File: src/rtl/swm_pkg.sv
// ----------------------------------------------------------------------------
// swm_pkg
// Shared types and fixed widths for the sliding window maximum filter.
// ----------------------------------------------------------------------------
`default_nettype none

package swm_pkg;

    localparam int VALUE_W = 16;
    localparam int CFG_W   = 7;

    typedef enum logic [2:0] {
        S_IDLE,
        S_FRONT_REQ,
        S_FRONT_CHK,
        S_BACK_REQ,
        S_BACK_CHK,
        S_PUSH,
        S_OUT_REQ,
        S_OUT_LOAD
    } t_state;

    // controller -> datapath
    typedef struct packed {
        logic accept;
        logic rd_front;
        logic rd_back;
        logic chk_front;
        logic chk_back;
        logic push;
        logic load_out;
    } t_cmd;

    // datapath -> controller
    typedef struct packed {
        logic empty;
        logic smaller;
        logic emit;
        logic out_free;
    } t_sts;

endpackage

`default_nettype wire

File: src/rtl/swm_ctrl.sv
// ----------------------------------------------------------------------------
// swm_ctrl
// Sequencer for one sample: front expiry, back drops, append, result read.
// ----------------------------------------------------------------------------
`default_nettype none

module swm_ctrl (
    input  wire logic          i_clk,
    input  wire logic          i_rst_n,
    input  wire logic          i_in_valid,
    output logic               o_in_stall,
    input  wire swm_pkg::t_sts i_sts,
    output swm_pkg::t_cmd      o_cmd
);
    import swm_pkg::*;

    t_state r_state;
    t_state n_state;

    always_ff @(posedge i_clk) begin
        if (!i_rst_n) begin
            r_state <= S_IDLE;
        end else begin
            r_state <= n_state;
        end
    end

    always_comb begin
        n_state = r_state;
        unique case (r_state)
            S_IDLE: begin
                if (i_in_valid) n_state = S_FRONT_REQ;
            end
            S_FRONT_REQ: begin
                n_state = i_sts.empty ? S_PUSH : S_FRONT_CHK;
            end
            S_FRONT_CHK: begin
                n_state = S_BACK_REQ;
            end
            S_BACK_REQ: begin
                n_state = i_sts.empty ? S_PUSH : S_BACK_CHK;
            end
            S_BACK_CHK: begin
                n_state = i_sts.smaller ? S_BACK_REQ : S_PUSH;
            end
            S_PUSH: begin
                n_state = i_sts.emit ? S_OUT_REQ : S_IDLE;
            end
            S_OUT_REQ: begin
                n_state = S_OUT_LOAD;
            end
            S_OUT_LOAD: begin
                if (i_sts.out_free) n_state = S_IDLE;
            end
            default: begin
                n_state = S_IDLE;
            end
        endcase
    end

    always_comb begin
        o_cmd      = '0;
        o_in_stall = 1'b1;
        unique case (r_state)
            S_IDLE: begin
                o_in_stall   = 1'b0;
                o_cmd.accept = i_in_valid;
            end
            S_FRONT_REQ: begin
                o_cmd.rd_front = !i_sts.empty;
            end
            S_FRONT_CHK: begin
                o_cmd.chk_front = 1'b1;
            end
            S_BACK_REQ: begin
                o_cmd.rd_back = !i_sts.empty;
            end
            S_BACK_CHK: begin
                o_cmd.chk_back = 1'b1;
            end
            S_PUSH: begin
                o_cmd.push = 1'b1;
            end
            S_OUT_REQ: begin
                o_cmd.rd_front = 1'b1;
            end
            S_OUT_LOAD: begin
                o_cmd.load_out = i_sts.out_free;
            end
            default: begin
                o_cmd = '0;
            end
        endcase
    end

endmodule

`default_nettype wire

File: src/rtl/swm_dpath.sv
// ----------------------------------------------------------------------------
// swm_dpath
// Deque storage, head/count pointers, position counters and result register.
// ----------------------------------------------------------------------------
`default_nettype none

module swm_dpath #(
    parameter int MAX_WINDOW = 64
) (
    input  wire logic                          i_clk,
    input  wire logic                          i_rst_n,
    input  wire swm_pkg::t_cmd                 i_cmd,
    output swm_pkg::t_sts                      o_sts,
    input  wire logic [$clog2(MAX_WINDOW+1)-1:0] i_win,
    input  wire logic signed [swm_pkg::VALUE_W-1:0] i_sample_value,
    input  wire logic                          i_starts_sequence,
    output logic                               o_out_valid,
    input  wire logic                          i_out_stall,
    output logic signed [swm_pkg::VALUE_W-1:0] o_window_max
);
    import swm_pkg::*;

    localparam int IDX_W   = (MAX_WINDOW > 1) ? $clog2(MAX_WINDOW) : 1;
    localparam int CNT_W   = $clog2(MAX_WINDOW + 1);
    localparam int POS_W   = $clog2(2 * MAX_WINDOW);
    localparam int POS_MOD = 2 * MAX_WINDOW;
    localparam int ENT_W   = VALUE_W + POS_W;

    logic [ENT_W-1:0] mem [MAX_WINDOW];

    logic [IDX_W-1:0]          r_head;
    logic [CNT_W-1:0]          r_count;
    logic [POS_W-1:0]          r_pos;
    logic [CNT_W-1:0]          r_seen;
    logic                      r_out_valid;
    logic signed [VALUE_W-1:0] r_sample;
    logic signed [VALUE_W-1:0] r_rd_value;
    logic [POS_W-1:0]          r_rd_pos;
    logic signed [VALUE_W-1:0] r_out_data;

    logic [IDX_W-1:0] head_inc;
    logic [IDX_W-1:0] back_slot;
    logic [IDX_W-1:0] tail_slot;
    logic [IDX_W-1:0] wr_slot;
    logic [IDX_W-1:0] rd_slot;
    logic             full;
    logic             expired;
    logic [POS_W:0]   age;
    logic [POS_W-1:0] pos_inc;
    logic [CNT_W-1:0] n_seen;

    // (head + off) modulo MAX_WINDOW; off never exceeds MAX_WINDOW
    function automatic logic [IDX_W-1:0] slot_of(input logic [IDX_W-1:0] head,
                                                 input logic [CNT_W-1:0] off);
        logic [POS_W-1:0] sum;
        sum = POS_W'(head) + POS_W'(off);
        if (sum >= POS_W'(MAX_WINDOW)) sum = sum - POS_W'(MAX_WINDOW);
        return sum[IDX_W-1:0];
    endfunction

    always_comb begin
        head_inc  = (r_head == IDX_W'(MAX_WINDOW - 1)) ? '0 : r_head + IDX_W'(1);
        back_slot = slot_of(r_head, r_count - CNT_W'(1));
        tail_slot = slot_of(r_head, r_count);
        full      = (r_count == CNT_W'(MAX_WINDOW));
        // a full deque overwrites its oldest entry in place
        wr_slot   = full ? r_head : tail_slot;
        rd_slot   = i_cmd.rd_back ? back_slot : r_head;

        if (r_pos >= r_rd_pos) age = {1'b0, r_pos} - {1'b0, r_rd_pos};
        else age = {1'b0, r_pos} + (POS_W+1)'(POS_MOD) - {1'b0, r_rd_pos};
        expired = (age >= (POS_W+1)'(i_win));

        pos_inc = (r_pos == POS_W'(POS_MOD - 1)) ? '0 : r_pos + POS_W'(1);
        n_seen  = (r_seen < i_win) ? r_seen + CNT_W'(1) : r_seen;

        o_sts.empty    = (r_count == '0);
        o_sts.smaller  = (r_rd_value < r_sample);
        o_sts.emit     = (n_seen >= i_win);
        o_sts.out_free = !r_out_valid || !i_out_stall;
    end

    always_ff @(posedge i_clk) begin
        if (!i_rst_n) begin
            r_head      <= '0;
            r_count     <= '0;
            r_pos       <= '0;
            r_seen      <= '0;
            r_out_valid <= 1'b0;
        end else begin
            if (i_cmd.accept && i_starts_sequence) begin
                r_head  <= '0;
                r_count <= '0;
                r_pos   <= '0;
                r_seen  <= '0;
            end
            if (i_cmd.chk_front && expired) begin
                r_head  <= head_inc;
                r_count <= r_count - CNT_W'(1);
            end
            if (i_cmd.chk_back && o_sts.smaller) begin
                r_count <= r_count - CNT_W'(1);
            end
            if (i_cmd.push) begin
                if (full) r_head <= head_inc;
                else r_count <= r_count + CNT_W'(1);
                r_pos  <= pos_inc;
                r_seen <= n_seen;
            end
            if (i_cmd.load_out) begin
                r_out_valid <= 1'b1;
            end else if (!i_out_stall) begin
                r_out_valid <= 1'b0;
            end
        end
    end

    always_ff @(posedge i_clk) begin
        if (i_cmd.accept) r_sample <= i_sample_value;
        if (i_cmd.load_out) r_out_data <= r_rd_value;
    end

    // deque storage: one write, one registered read
    always_ff @(posedge i_clk) begin
        if (i_cmd.push) mem[wr_slot] <= {r_sample, r_pos};
        if (i_cmd.rd_front || i_cmd.rd_back) begin
            {r_rd_value, r_rd_pos} <= mem[rd_slot];
        end
    end

    assign o_out_valid  = r_out_valid;
    assign o_window_max = r_out_data;

`ifndef SYNTHESIS
    a_count_bound: assert property (@(posedge i_clk) disable iff (!i_rst_n)
        r_count <= CNT_W'(MAX_WINDOW))
        else $error("deque count above capacity");

    a_head_bound: assert property (@(posedge i_clk) disable iff (!i_rst_n)
        r_head <= IDX_W'(MAX_WINDOW - 1))
        else $error("deque head out of range");

    a_push_nonempty: assert property (@(posedge i_clk) disable iff (!i_rst_n)
        i_cmd.push |=> r_count != '0)
        else $error("deque empty after append");

    a_load_result: assert property (@(posedge i_clk) disable iff (!i_rst_n)
        i_cmd.load_out |=> r_out_valid && (r_out_data == $past(r_rd_value)))
        else $error("result register not loaded from front entry");
`endif

endmodule

`default_nettype wire

File: src/rtl/sliding_window_maximum.sv
// ----------------------------------------------------------------------------
// sliding_window_maximum
// Running maximum over the last window_size samples, monotonic deque in RAM.
// One word in flight; its time grows with each back entry dropped, since the
//   single-port deque RAM is read once per compare (one compare per read).
// Result: o_out_valid follows the front read and the load of the result
//   register, plus any i_out_stall wait while an older result is held.
// Reset: synchronous, active low; deque empty, counters zero, window 1.
// ----------------------------------------------------------------------------
`default_nettype none

module sliding_window_maximum #(
    parameter int MAX_WINDOW = 64
) (
    input  wire logic                               i_clk,
    input  wire logic                               i_rst_n,
    // configuration write
    input  wire logic                               i_cfg_valid,
    output logic                                    o_cfg_ready,
    input  wire logic [swm_pkg::CFG_W-1:0]          i_cfg_window_size,
    // sample input
    input  wire logic                               i_in_valid,
    output logic                                    o_in_stall,
    input  wire logic signed [swm_pkg::VALUE_W-1:0] i_sample_value,
    input  wire logic                               i_starts_sequence,
    // result output
    output logic                                    o_out_valid,
    input  wire logic                               i_out_stall,
    output logic signed [swm_pkg::VALUE_W-1:0]      o_window_max
);
    import swm_pkg::*;

    localparam int CNT_W = $clog2(MAX_WINDOW + 1);

    logic [CFG_W-1:0] r_window_size;
    logic [CNT_W-1:0] w_win;
    t_cmd             cmd;
    t_sts             sts;

    // Window register: always ready; write it only while no word is in flight.
    assign o_cfg_ready = 1'b1;

    always_ff @(posedge i_clk) begin
        if (!i_rst_n) begin
            r_window_size <= CFG_W'(1);
        end else if (i_cfg_valid && o_cfg_ready) begin
            r_window_size <= i_cfg_window_size;
        end
    end

    // Clamp the window into 1..MAX_WINDOW; the register keeps its raw bits.
    always_comb begin
        if (r_window_size == '0) begin
            w_win = CNT_W'(1);
        end else if (32'(r_window_size) > 32'(MAX_WINDOW)) begin
            w_win = CNT_W'(MAX_WINDOW);
        end else begin
            w_win = CNT_W'(r_window_size);
        end
    end

    // Sequencer: one word in flight; the result register lets the next word
    // enter while a finished maximum still waits on i_out_stall.
    swm_ctrl u_ctrl (
        .i_clk      (i_clk),
        .i_rst_n    (i_rst_n),
        .i_in_valid (i_in_valid),
        .o_in_stall (o_in_stall),
        .i_sts      (sts),
        .o_cmd      (cmd)
    );

    // Deque RAM, pointers, position/sample counters, result register.
    swm_dpath #(
        .MAX_WINDOW (MAX_WINDOW)
    ) u_dpath (
        .i_clk             (i_clk),
        .i_rst_n           (i_rst_n),
        .i_cmd             (cmd),
        .o_sts             (sts),
        .i_win             (w_win),
        .i_sample_value    (i_sample_value),
        .i_starts_sequence (i_starts_sequence),
        .o_out_valid       (o_out_valid),
        .i_out_stall       (i_out_stall),
        .o_window_max      (o_window_max)
    );

endmodule

`default_nettype wire

File: config.mk
export PLATFORM = sky130hd
export DESIGN_NAME = sliding_window_maximum
export DESIGN_NICKNAME = d
export VERILOG_FILES = /design/src/rtl/swm_pkg.sv /design/src/rtl/swm_ctrl.sv /design/src/rtl/swm_dpath.sv /design/src/rtl/sliding_window_maximum.sv
export SDC_FILE = /design/constraint.sdc
export NUM_CORES = 2
export LEC_CHECK = 0
export BUFFER_PORTS_ARGS = -buffer_cell sky130_fd_sc_hd__buf_2
export CAP_MARGIN = 20
export CORE_ASPECT_RATIO = 0.9
export CORE_MARGIN = 2
export CORE_UTILIZATION = 40
export CTS_CLUSTER_DIAMETER = 80
export DETAILED_ROUTE_END_ITERATION = 8
export MAX_ROUTING_LAYER = met4
export PLACE_DENSITY = 0.56
export SYNTH_ARGS = -nofsm -noshare
export SYNTH_HDL_FRONTEND = slang
export SYNTH_SLANG_ARGS = --single-unit
File: constraint.sdc
create_clock -name i_clk -period 5.49 [get_ports i_clk]
set_input_delay 0.549 -clock i_clk [delete_from_list [all_inputs] [get_ports i_clk]]
set_output_delay 0.549 -clock i_clk [all_outputs]
set_load 0.01 [all_outputs]
==> impl_metrics.ini <==
[run_status]
status = completed

[clock_network]
clockRootBuffer = clkbuf_16
clock_latency_ps = 800
cts_sinks = 1565
cts_resized = 0
clk_path_buf_depth = 3
path_clk_slew_ps = 60
h-tree-depth = 4
cts-buffers-inserted = 162
cts_tree = built

[setup_path]
end_kind = flip-flop
arrival_ps = 5160
crit_fanout = 81
required_ps = 6020
slowest_stage = a21oi_2
start_kind = flip-flop
path_class = flip-flop to flip-flop
critical-path-max-stage-delay_ps = 550
crit_chain = inv_1, ha_1, nor3b_4, a21oi_2, mux2i_4, buf_12, buf_4, a22oi_1, a32oi_1, a21oi_1, or4_1

[routing]
drt-initial-drc-count = 5841
vias = 39898
drcViolationCount = 0
wire_per_inst_um = 27.67
first_pass_iters = 6
vias_per_cell = 5.721
drtAntennaViolNets = 0
routed_wl_um = 193000

[logic_synthesis]
synthCells = 4580
synth_flop_cell = edfxtp_1
async_reset_ff_share_pct = 0
synth_seq_area_share_pct = 74.19
synth_edf_count = 1527
synth.distinct_cells = 64
ys_seq_elements = 1565
post_synth.cell_area_avg_um2 = 13.72
synth_fp_nets = 4669
yosysWarnings = 0
netlist_area_um2 = 62830

[cells_and_area]
drive_gt1_share_pct = 11.97
mostFrequentLayoutCells = 1527 x edfxtp_1, 1118 x nand2_1, 405 x a21oi_1, 258 x nand3_1, 183 x buf_4
final_common_cell = edfxtp_1
nNetsFinal = 4838
area_growth_pct = 14.52
fin_cells = 6974

[timing]
slew_headroom_pct = 28.19
finalHoldViolations = 0
fin_tns_setup_ps = 0
layout_min_cycle_time_ps = 4636
finalSetupViolations = 0
rsz0062_at_grt = no
clock.fmax_ghz = 0.2157
fin_worst_skew_ps = 34.39
tightest_slew_ps = 1072
finalMaxSlewViolations = 0
finalCritPeriodShare_pct = 84.45

[placed_design]
place.gp.congestion = 0.8966
place_inst = 6645
io_buffers = 46
dpl.hpwl_um = 112000

[hold_path]
hold_class = input port to flip-flop

[grt]
gr-usage-met3_pct = 4.504
antenna_found_initial = 19
grt_pass1_vias = 37349
met1_usage_pct = 34.44
top_usage_layer = met2
grt_max_degree = 102
grt_pass1_wl_um = 275300
grt_use_total_pct = 24.35
grtUsageMet2_pct = 35.68
grt_remaining_overflow = 0

[run]
maxCapViolations = 0

[floorplan]
ios = 48
core_um2 = 155500
rows = 137
fp.dieH_um = 380
initial_core_util_pct = 40.41
die_w_um = 421.8
dieArea_um2 = 160300

[power]
ir_drop_mv = 0.2676
p_leak_nw = 24.46
p_total_mw = 30.66
power_density_nw_per_um2 = 426.0
## critical path, delay by kind of cell (launching register included)
kind | cells | cell delay, ps
compound gates | 4 | 1450
fa+ha+maj | 1 | 230
buf+inv | 3 | 990
flops | 1 | 480
mux | 1 | 440
simple gates | 2 | 720
## power by group
group	switching, mW	total, mW	leakage [nW]	internal (mW)
clock network	4.63	10.5	2.41	5.83
registers	0.391	14.2	14.0	13.9
logic	4.21	5.95	8.06	1.74
total	9.22	30.7	24.5	21.4
## through the flow
stage / worst slack, ps / hold WS, ps / instance area, µm² / utilization, %
after floorplan: 1233 / 416.8 / 62830 / -
final: 853.8 / 63.94 / 71960 / 46.28
after global placement: 522.2 / 497.6 / 66690 / 42.90
after CTS: 810.4 / 22.02 / 71910 / 46.25
after detailed placement: 809.1 / 494.3 / 66730 / 42.92
after global routing: 657.8 / 19.13 / 71940 / 46.27
## state kept, by name, indices dropped and copies added, names as in the netlist
register and count:
u_dpath.r_rd_pos 7, u_dpath.r_head 6, u_dpath.r_sample 16, u_dpath.r_count 7, r_window_size 7, u_dpath.mem 1472
u_ctrl.r_state 3, u_dpath.r_pos 7, u_dpath.r_rd_value 16, u_dpath.o_out_valid 1, u_dpath.r_seen 7, u_dpath.o_window_max 16
## logic make-up (layout without fill, tap and decap cells)
group           count (synthesis)  after routing  share of synthesized area [%]
compound gates                752            752                          7.569
xor+xnor                       26             26                         0.3624
fa+ha+maj                      60             60                          1.231
buf+inv                       324            621                          2.376
flops                        1565           1565                          74.19
mux                           182            182                          2.911
other cells                     1             13                       0.005968
simple gates                 1670           1670                          11.36
## routing by layer
metal | vias to the layer above | share of wire, %
li1 | 17546 | -
met4 | 0 | 2.8
met1 | 20175 | 43
met3 | 257 | 9.2
met2 | 1920 | 45
met5 | - | 0
## final timing paths
| check | cells after the start | slack [ps] | start | end |
|---|---|---|---|---|
| setup / recovery | 11 | 850 | u_dpath.r_count[1] | u_dpath.r_rd_value[12] |
| hold / removal | 1 | 60 | i_sample_value[13] | u_dpath.r_sample[13] |
| setup reg to reg | 11 | 850 | u_dpath.r_count[1] | u_dpath.r_rd_value[12] |
| hold reg to reg | 2 | 510 | r_window_size[0] | r_window_size[0] |
## timing repair
action                                  in CTS  in global routing
setup buffers                                0                  0
endpoints found under the setup margin       0                  0
endpoints found under the hold margin       23                  0
hold buffers                                23                  0
## synth_stat cells (all sizes together) (14+ instances only)
library cell	n	area [µm²]
or4	23	172.7
a21oi	408	2046
mux2i	176	1762
xnor2	19	166.4
buf	173	925.9
clkbuf	113	424.2
nor2	105	404.1
nand3	258	1291
ha	57	713.2
a22oi	71	533.0
o21ai	27	135.1
nand2	1119	4200
inv	38	142.6
nand4	98	613.1
a21o	14	106.4
dfxtp	38	760.7
a31oi	37	231.5
a32oi	161	1410
edfxtp	1527	45850
## final cells by class
cell class | instances | area, µm²
fillers | 13681 | 83520
multi-input cells | 2691 | 14990
well taps | 2085 | 2609
flip-flops and latches | 1565 | 46620
clock buffers | 199 | 4214
diodes | 12 | 30.03
clock inverters | 93 | 734.5
inverters | 38 | 142.6
repair buffers | 291 | 2610
Note: power is estimated with default switching activity, not from simulation.
